[src/rtl/cpsp_pkg.sv]
// Types and constants of the cascaded position/speed PID block.
// No dependencies; used by the interfaces, the top level and the checker.
package cpsp_pkg;

    typedef logic [2:0] t_reg_idx;
    typedef logic [1:0] t_mode;

    localparam t_reg_idx REG_POS_KP    = 3'd0;
    localparam t_reg_idx REG_POS_KI    = 3'd1;
    localparam t_reg_idx REG_POS_KD    = 3'd2;
    localparam t_reg_idx REG_SPD_KP    = 3'd3;
    localparam t_reg_idx REG_SPD_KI    = 3'd4;
    localparam t_reg_idx REG_SPD_KD    = 3'd5;
    localparam t_reg_idx REG_SPEED_DIV = 3'd6;

    localparam logic [15:0] RST_POS_KP    = 16'd128;
    localparam logic [15:0] RST_POS_KI    = 16'd26;
    localparam logic [15:0] RST_POS_KD    = 16'd51;
    localparam logic [15:0] RST_SPD_KP    = 16'd77;
    localparam logic [15:0] RST_SPD_KI    = 16'd13;
    localparam logic [15:0] RST_SPD_KD    = 16'd26;
    localparam logic [15:0] RST_SPEED_DIV = 16'd1;

    localparam t_mode MODE_FULL = 2'd0;
    localparam t_mode MODE_PID  = 2'd1;
    localparam t_mode MODE_STOP = 2'd2;

    localparam logic signed [16:0] FULL_LIMIT  = 17'sd15000;
    localparam logic signed [16:0] STOP_LIMIT  = 17'sd10000;
    localparam logic [6:0]         SPD_INT_MAX = 7'd100;

endpackage

[src/rtl/cpsp_if.sv]
// Valid/ready channel interfaces of the cascaded position/speed PID block.
// Depends on cpsp_pkg for the register index and mode types.
interface cpsp_in_if;
    logic        valid;
    logic        ready;
    logic [15:0] target_position;
    logic [15:0] current_position;

    modport source (output valid, output target_position, output current_position,
                    input ready);
    modport sink   (input valid, input target_position, input current_position,
                    output ready);
endinterface

interface cpsp_out_if;
    logic              valid;
    logic              ready;
    cpsp_pkg::t_mode   drive_mode;
    logic [15:0]       drive_value;

    modport source (output valid, output drive_mode, output drive_value, input ready);
    modport sink   (input valid, input drive_mode, input drive_value, output ready);
endinterface

interface cpsp_cfg_if;
    logic               valid;
    logic               ready;
    cpsp_pkg::t_reg_idx index;
    logic [15:0]        data;

    modport source (output valid, output index, output data, input ready);
    modport sink   (input valid, input index, input data, output ready);
endinterface

[src/rtl/cascaded_position_speed_pid_top.sv]
// Cascaded position/speed PID: one word in, one word out, shared multiply-accumulate unit.
// Full drive or stop: the result is valid in the cycle after the input word is accepted.
// PID mode: PINT, PMAC, PCHK, a 16-step divider (skipped if the position sum is not positive
// or the speed target saturates), SERR, SMAC and SOUT; six passes through the single multiplier.
// A new word can be accepted the cycle after the result word is taken.
// Synchronous active-low reset restores gains and clears all loop state.
module cascaded_position_speed_pid_top (
    input  logic              i_clk,
    input  logic              i_rst_n,
    cpsp_in_if.sink           i_in,
    cpsp_out_if.source        o_out,
    cpsp_cfg_if.sink          i_cfg
);
    import cpsp_pkg::*;

    typedef enum logic [8:0] {
        ST_IDLE = 9'b000000001,
        ST_PINT = 9'b000000010,
        ST_PMAC = 9'b000000100,
        ST_PCHK = 9'b000001000,
        ST_DIV  = 9'b000010000,
        ST_SERR = 9'b000100000,
        ST_SMAC = 9'b001000000,
        ST_SOUT = 9'b010000000,
        ST_OUT  = 9'b100000000
    } t_state;

    t_state r_state, n_state;

    logic [15:0] r_pos_kp, r_pos_ki, r_pos_kd;
    logic [15:0] r_spd_kp, r_spd_ki, r_spd_kd;
    logic [15:0] r_speed_div;

    logic signed [31:0] r_pos_int;
    logic signed [16:0] r_pos_prev;
    logic        [6:0]  r_spd_int;
    logic signed [16:0] r_spd_prev;
    logic        [15:0] r_spd_fb;

    logic signed [16:0] r_pos_err;
    logic signed [16:0] r_es;
    logic signed [49:0] r_acc;
    logic        [1:0]  r_step;
    logic        [3:0]  r_cnt;
    logic        [15:0] r_rem;
    logic        [15:0] r_quo;
    t_mode              r_mode;
    logic        [15:0] r_drive;

    logic signed [16:0] w_err;
    logic signed [32:0] w_int_sum;
    logic signed [17:0] w_pos_diff;
    logic signed [17:0] w_spd_diff;
    logic        [15:0] w_mac_gain;
    logic signed [32:0] w_mac_op;
    logic signed [49:0] w_prod;
    logic        [15:0] w_div;
    logic        [40:0] w_num;
    logic               w_acc_nonpos;
    logic        [16:0] w_trial;
    logic               w_qbit;
    logic signed [16:0] w_es;
    logic        [17:0] w_sint;
    logic        [15:0] w_drive;

    assign i_in.ready  = (r_state == ST_IDLE);
    assign o_out.valid = (r_state == ST_OUT);
    assign o_out.drive_mode  = r_mode;
    assign o_out.drive_value = r_drive;
    assign i_cfg.ready = 1'b1;

    assign w_err = $signed({1'b0, i_in.target_position})
                 - $signed({1'b0, i_in.current_position});
    assign w_int_sum  = {r_pos_int[31], r_pos_int} + {{16{r_pos_err[16]}}, r_pos_err};
    assign w_pos_diff = {r_pos_err[16], r_pos_err} - {r_pos_prev[16], r_pos_prev};
    assign w_spd_diff = {r_es[16], r_es} - {r_spd_prev[16], r_spd_prev};

    // Operand selection for the shared multiplier: P, I and D terms in turn.
    always_comb begin
        w_mac_gain = r_pos_kp;
        w_mac_op   = {{16{r_pos_err[16]}}, r_pos_err};
        if (r_state == ST_SMAC) begin
            unique case (r_step)
                2'd0: begin
                    w_mac_gain = r_spd_kp;
                    w_mac_op   = {{16{r_es[16]}}, r_es};
                end
                2'd1: begin
                    w_mac_gain = r_spd_ki;
                    w_mac_op   = {26'd0, r_spd_int};
                end
                default: begin
                    w_mac_gain = r_spd_kd;
                    w_mac_op   = {{15{w_spd_diff[17]}}, w_spd_diff};
                end
            endcase
        end else begin
            unique case (r_step)
                2'd0: begin
                    w_mac_gain = r_pos_kp;
                    w_mac_op   = {{16{r_pos_err[16]}}, r_pos_err};
                end
                2'd1: begin
                    w_mac_gain = r_pos_ki;
                    w_mac_op   = {r_pos_int[31], r_pos_int};
                end
                default: begin
                    w_mac_gain = r_pos_kd;
                    w_mac_op   = {{15{w_pos_diff[17]}}, w_pos_diff};
                end
            endcase
        end
    end

    assign w_prod = $signed({1'b0, w_mac_gain}) * w_mac_op;

    assign w_div        = (r_speed_div == 16'd0) ? 16'd1 : r_speed_div;
    assign w_num        = r_acc[48:8];
    assign w_acc_nonpos = r_acc[49] || (r_acc == '0);

    // One restoring division step: shift in the next numerator bit, subtract if it fits.
    assign w_trial = {r_rem, r_quo[15]};
    assign w_qbit  = (w_trial >= {1'b0, w_div});

    assign w_es   = $signed({1'b0, r_quo}) - $signed({1'b0, r_spd_fb});
    assign w_sint = {{11{1'b0}}, r_spd_int} + {w_es[16], w_es};

    always_comb begin
        if (w_acc_nonpos) begin
            w_drive = 16'd0;
        end else if (|r_acc[48:24]) begin
            w_drive = 16'hFFFF;
        end else begin
            w_drive = r_acc[23:8];
        end
    end

    always_comb begin
        n_state = r_state;
        unique case (r_state)
            ST_IDLE: begin
                if (i_in.valid) begin
                    if (w_err > FULL_LIMIT || w_err <= STOP_LIMIT) begin
                        n_state = ST_OUT;
                    end else begin
                        n_state = ST_PINT;
                    end
                end
            end
            ST_PINT: n_state = ST_PMAC;
            ST_PMAC: if (r_step == 2'd2) n_state = ST_PCHK;
            ST_PCHK: begin
                if (w_acc_nonpos || w_num >= {9'd0, w_div, 16'd0}) begin
                    n_state = ST_SERR;
                end else begin
                    n_state = ST_DIV;
                end
            end
            ST_DIV:  if (r_cnt == 4'd15) n_state = ST_SERR;
            ST_SERR: n_state = ST_SMAC;
            ST_SMAC: if (r_step == 2'd2) n_state = ST_SOUT;
            ST_SOUT: n_state = ST_OUT;
            ST_OUT:  if (o_out.ready) n_state = ST_IDLE;
            default: n_state = ST_IDLE;
        endcase
    end

    always_ff @(posedge i_clk) begin
        if (!i_rst_n) begin
            r_state <= ST_IDLE;
        end else begin
            r_state <= n_state;
        end
    end

    always_ff @(posedge i_clk) begin
        if (!i_rst_n) begin
            r_pos_kp    <= RST_POS_KP;
            r_pos_ki    <= RST_POS_KI;
            r_pos_kd    <= RST_POS_KD;
            r_spd_kp    <= RST_SPD_KP;
            r_spd_ki    <= RST_SPD_KI;
            r_spd_kd    <= RST_SPD_KD;
            r_speed_div <= RST_SPEED_DIV;
        end else if (i_cfg.valid && i_cfg.ready) begin
            unique case (i_cfg.index)
                REG_POS_KP:    r_pos_kp    <= i_cfg.data;
                REG_POS_KI:    r_pos_ki    <= i_cfg.data;
                REG_POS_KD:    r_pos_kd    <= i_cfg.data;
                REG_SPD_KP:    r_spd_kp    <= i_cfg.data;
                REG_SPD_KI:    r_spd_ki    <= i_cfg.data;
                REG_SPD_KD:    r_spd_kd    <= i_cfg.data;
                REG_SPEED_DIV: r_speed_div <= i_cfg.data;
                default: ;
            endcase
        end
    end

    // Loop state: only PID ticks change it.
    always_ff @(posedge i_clk) begin
        if (!i_rst_n) begin
            r_pos_int  <= '0;
            r_pos_prev <= '0;
            r_spd_int  <= '0;
            r_spd_prev <= '0;
            r_spd_fb   <= '0;
            r_step     <= '0;
            r_cnt      <= '0;
        end else begin
            unique case (r_state)
                ST_PINT: begin
                    if (w_int_sum[32] != w_int_sum[31]) begin
                        r_pos_int <= w_int_sum[32] ? 32'sh80000000 : 32'sh7FFFFFFF;
                    end else begin
                        r_pos_int <= w_int_sum[31:0];
                    end
                    r_step <= 2'd0;
                end
                ST_PMAC, ST_SMAC: r_step <= (r_step == 2'd2) ? 2'd0 : r_step + 2'd1;
                ST_PCHK: begin
                    r_pos_prev <= r_pos_err;
                    r_cnt      <= 4'd0;
                end
                ST_DIV:  r_cnt <= r_cnt + 4'd1;
                ST_SERR: begin
                    if (w_sint[17]) begin
                        r_spd_int <= 7'd0;
                    end else if (w_sint[16:0] > {10'd0, SPD_INT_MAX}) begin
                        r_spd_int <= SPD_INT_MAX;
                    end else begin
                        r_spd_int <= w_sint[6:0];
                    end
                    r_step <= 2'd0;
                end
                ST_SOUT: begin
                    r_spd_prev <= r_es;
                    r_spd_fb   <= w_drive;
                end
                default: ;
            endcase
        end
    end

    // Datapath registers without reset.
    always_ff @(posedge i_clk) begin
        unique case (r_state)
            ST_IDLE: begin
                r_pos_err <= w_err;
                r_acc     <= '0;
                r_drive   <= 16'd0;
                if (w_err > FULL_LIMIT) begin
                    r_mode <= MODE_FULL;
                end else if (w_err <= STOP_LIMIT) begin
                    r_mode <= MODE_STOP;
                end else begin
                    r_mode <= MODE_PID;
                end
            end
            ST_PMAC, ST_SMAC: r_acc <= r_acc + w_prod;
            ST_PCHK: begin
                // The quotient holds at most 16 bits here, so the upper numerator
                // bits fit below the divisor and seed the remainder.
                if (w_acc_nonpos) begin
                    r_quo <= 16'd0;
                end else if (w_num >= {9'd0, w_div, 16'd0}) begin
                    r_quo <= 16'hFFFF;
                end else begin
                    r_rem <= w_num[31:16];
                    r_quo <= w_num[15:0];
                end
            end
            ST_DIV: begin
                r_rem <= w_qbit ? 16'(w_trial - {1'b0, w_div}) : w_trial[15:0];
                r_quo <= {r_quo[14:0], w_qbit};
            end
            ST_SERR: begin
                r_es  <= w_es;
                r_acc <= '0;
            end
            ST_SOUT: r_drive <= w_drive;
            default: ;
        endcase
    end

endmodule

[src/flat_wrapper.sv]
// flat-port wrapper written by rule: the top's interface ports become plain ports
module cascaded_position_speed_pid_top_flat import cpsp_pkg::*;
  (i_clk, i_rst_n, i_in_valid, i_in_target_position, i_in_current_position, i_in_ready, o_out_valid, o_out_drive_mode, o_out_drive_value, o_out_ready, i_cfg_valid, i_cfg_index, i_cfg_data, i_cfg_ready);
  cpsp_in_if i_in_i ();
  cpsp_out_if o_out_i ();
  cpsp_cfg_if i_cfg_i ();
  input  logic i_clk;
  input  logic i_rst_n;
  input wire logic [$bits(i_in_i.valid)-1:0] i_in_valid;
  input wire logic [$bits(i_in_i.target_position)-1:0] i_in_target_position;
  input wire logic [$bits(i_in_i.current_position)-1:0] i_in_current_position;
  output wire logic [$bits(i_in_i.ready)-1:0] i_in_ready;
  output wire logic [$bits(o_out_i.valid)-1:0] o_out_valid;
  output wire logic [$bits(o_out_i.drive_mode)-1:0] o_out_drive_mode;
  output wire logic [$bits(o_out_i.drive_value)-1:0] o_out_drive_value;
  input wire logic [$bits(o_out_i.ready)-1:0] o_out_ready;
  input wire logic [$bits(i_cfg_i.valid)-1:0] i_cfg_valid;
  input wire logic [$bits(i_cfg_i.index)-1:0] i_cfg_index;
  input wire logic [$bits(i_cfg_i.data)-1:0] i_cfg_data;
  output wire logic [$bits(i_cfg_i.ready)-1:0] i_cfg_ready;
  assign i_in_i.valid = i_in_valid;
  assign i_in_i.target_position = i_in_target_position;
  assign i_in_i.current_position = i_in_current_position;
  assign i_in_ready = i_in_i.ready;
  assign o_out_valid = o_out_i.valid;
  assign o_out_drive_mode = o_out_i.drive_mode;
  assign o_out_drive_value = o_out_i.drive_value;
  assign o_out_i.ready = o_out_ready;
  assign i_cfg_i.valid = i_cfg_valid;
  assign i_cfg_i.index = i_cfg_index;
  assign i_cfg_i.data = i_cfg_data;
  assign i_cfg_ready = i_cfg_i.ready;
  cascaded_position_speed_pid_top u_core (.i_clk(i_clk), .i_rst_n(i_rst_n), .i_in(i_in_i), .o_out(o_out_i), .i_cfg(i_cfg_i));
endmodule
[config.mk]
export PLATFORM = sky130hd
export DESIGN_NAME = cascaded_position_speed_pid_top_flat
export DESIGN_NICKNAME = d
export VERILOG_FILES = /design/src/rtl/cpsp_pkg.sv /design/src/rtl/cpsp_if.sv /design/src/rtl/cascaded_position_speed_pid_top.sv /design/src/flat_wrapper.sv
export SDC_FILE = /design/constraint.sdc
export NUM_CORES = 2
export LEC_CHECK = 0
export BUFFER_PORTS_ARGS = -buffer_cell sky130_fd_sc_hd__buf_2
export CORE_UTILIZATION = 39
export DETAILED_ROUTE_END_ITERATION = 8
export PLACE_DENSITY_LB_ADDON = 0.12
export SETUP_SLACK_MARGIN = 0.1
export SLEW_MARGIN = 0
export SYNTH_ARGS = -nofsm -noshare
export SYNTH_HDL_FRONTEND = slang
export SYNTH_SLANG_ARGS = --single-unit
[constraint.sdc]
create_clock -name i_clk -period 16.8 [get_ports i_clk]
set_input_delay 3.36 -clock i_clk [delete_from_list [all_inputs] [get_ports i_clk]]
set_output_delay 3.36 -clock i_clk [all_outputs]
set_load 0.1 [all_outputs]
==> flow_metrics.tcl <==
set metrics [dict create \
    powerDensity_nw_per_um2 136 \
    whs_path_depth 2 \
    cap_viol_max_count 0 \
    end_kind "flop" \
    vias 33210 \
    cts_tree "yes" \
    worst_setup_path_start_kind "flop" \
    required_ns 17.18 \
    peakVddDrop_uv 149 \
    pin_count 77 \
    numCtsBuffers 45 \
    r2r_cells 29 \
    tightestPinTransition_ns 1.36 \
    power_leakage_nw 20.0 \
    grt_overflow 0 \
    avgViaCountPerCell 5.36 \
    clk_pin_slew_ns 0.06 \
    dpl_worst_slack_ns 6.64 \
    finalPower_mw 6.06 \
    fin_util 0.428 \
    finalCritPeriodShare 0.608 \
    syn_nets 5662 \
    syn2layout_area_growth_pct 8.40 \
    first_global_vias 33959 \
    core-area_sq_um 104000 \
    dpl.hpwl_mm 104 \
    grt_max_degree 95 \
    netlist_instances 4787 \
    n_antenna_cell 0 \
    slowest_stage "a21oi_1" \
    worst_r2r_endpoint "u_core.r_acc[49]" \
    internal-power_mw 3.07 \
    die_width_microns 326 \
    cp.arrival_ns 10.60 \
    die-area_sq_um 106000 \
    max_freq_mhz 97.9 \
    ys_seq_area_frac 0.204 \
    ant_nets 0 \
    synthTopCellsByArea "fa_1 (27%), dfxtp_1 (11%), edfxtp_1 (9.8%)" \
    clock-sinks 350 \
    yosys_warnings 0 \
    p_seq_frac 0.201 \
    clock_latency_ns 0.65 \
    cts_resized 0 \
    combinationalPowerShare 0.623 \
    rows 118 \
    yosysMostFrequentCell "inv_1" \
    yosysTopAreaCell "fa_1" \
    reg2reg_slack_ns 6.58 \
    syn_avg_cell_area_sq_um 8.57 \
    hp-class "flop to flop" \
    holdCritStartpoint "u_core.r_spd_ki[11]" \
    root_buffer "clkbuf_16" \
    synth_cell_types 100 \
    postRouteWirelength_mm 133 \
    slew_violations 0 \
    dr.first_iter.drc_count 2173 \
    hold_viol_final 0 \
    ys_seq_elements 350 \
    synth_top_area_share 0.274 \
    async_flop_share 0 \
    grt_first_pass_wirelength_mm 207 \
    clock_path_buffers 3 \
    fin_setup_tns_ns 0 \
    die_h_microns 326 \
    gp_congestion 0.911 \
    synth_area_sq_um 41000 \
    power_switching_share 0.493 \
    wl_per_cell_microns 21.4 \
    grt_usage 0.254 \
    yosys_most_used_dff "dfxtp_1" \
    drive_above_1_share 0.0707 \
    power.switching_mw 2.99 \
    holdWs_ns 0.450 \
    worstSetupPathType "flop to flop" \
    htreeDepth 2 \
    path_max_fanout 34 \
    setup_slack_ns 6.58 \
    cts_setup_buffers 0 \
    period_needed_ns 10.22 \
    worstReg2RegStart "u_core.r_state[8]" \
    port_buffers 75 \
    synthTopCellsByCount "inv_1 (821), nand2_1 (669), fa_1 (561)" \
    clock_skew_ns 0.0382 \
    clkPwrFrac 0.176 \
    first_pass_iters 6 \
    drc 0 \
    antenna_found_initial 2 \
    rsz0062_at_grt "false" \
    crit_top_cell "fa_1" \
    finalNetCount 5660 \
    max_stage_delay_ns 1.04 \
    status "finished, final reports clean" \
    start_util 0.395 \
    cts_hold_buf 0 \
    setup_violations 0 \
    maxSlewHeadroom 0.0903 \
    synth_edf_count 134 \
    min_to "u_core.r_spd_ki[11]" \
]
-- worst max-delay path, delay by kind of cell, from the launching register on --
kind,cells,cell delay [ns]
DFF,1,0.34
muxes,1,0.30
and+or+nand+nor,7,1.46
adders and majority gates,7,3.79
AOI/OAI and AO/OA,8,3.04
xor gates and xnor gates,1,0.16
buffers and inverters,5,0.86
-- worst max path at each step --
stage / from / to / depth (start not counted)
final: u_core.r_state[8] / u_core.r_acc[49] / 29
after global routing: u_core.r_pos_err[0] / u_core.r_acc[49] / 33
after CTS: u_core.r_state[8] / u_core.r_acc[49] / 29
after detailed placement: u_core.r_state[8] / u_core.r_acc[49] / 29
after global placement: u_core.r_state[8] / u_core.r_acc[49] / 29
after floorplan: u_core.r_es[1] / u_core.r_acc[49] / 33
-- sequential cells by signal, indices dropped and copies added, names as in the netlist, 17 cells and up --
name	count
u_core.r_acc	50
u_core.r_es	17
u_core.r_pos_err	17
u_core.r_pos_int	32
u_core.r_pos_prev	17
u_core.r_spd_prev	17
-- final cells by class --
class / count / area, sq um
timing repair buffer: 133 / 811
tap: 1380 / 1730
clock inverter: 25 / 318
multi-input combinational: 3431 / 28900
inverter: 824 / 3100
sequential: 350 / 8350
clock buffer: 58 / 1290
fill: 10570 / 59500
-- layer usage --
metal,up-vias,global-route usage,wire length [microns]
met1,16642,0.327,56800
met2,848,0.435,64300
met5,-,0,0
met3,234,0.0336,6410
li1,15486,-,-
met4,0,0.0952,5250
-- placed cells by master, fill, tap and decap left out, types with 42 or more instances in the layout --
master / n
a21o_1: 83
a21oi_1: 366
buf_2: 75
buf_4: 58
clkbuf_16: 47
dfxtp_1: 214
edfxtp_1: 134
fa_1: 561
ha_1: 258
inv_1: 820
nand2_1: 668
nand3_1: 84
nor2_1: 442
nor2b_1: 42
nor3_1: 55
o21a_1: 58
o21ai_0: 162
xnor2_1: 74
xor2_1: 42
-- through the flow --
stage	instance area [sq um]	std cells
final	44500	6201
after global routing	44500	6201
after CTS	44500	6201
after detailed placement	42900	6118
after global placement	42900	6118
after floorplan	41000	4787
-- power by group through the flow --
stage / Combinational (mW) / Sequential (mW) / Clock (mW)
2_1_floorplan: 2.63 / 1.26 / 0
3_3_place_gp: 3.76 / 1.24 / 0
3_5_place_dp: 3.77 / 1.24 / 0
4_1_cts: 3.79 / 1.22 / 1.09
5_1_grt: 4.26 / 1.23 / 1.12
6_report: 3.78 / 1.22 / 1.07
-- kinds of logic (layout without fill, tap and decap cells) --
family          count (synthesis)  count (layout)  share of synthesized area
compound gates                930             930                      0.145
xor+xnor                      118             118                     0.0254
fa+ha+maj                     822             822                      0.353
buf+inv                      1006            1040                     0.0947
flops                         350             350                      0.204
mux                            50              50                     0.0187
other cells                     1               1                  0.0000914
simple gates                 1510            1510                      0.159
No activity file was read; power rests on OpenSTA's default activity.
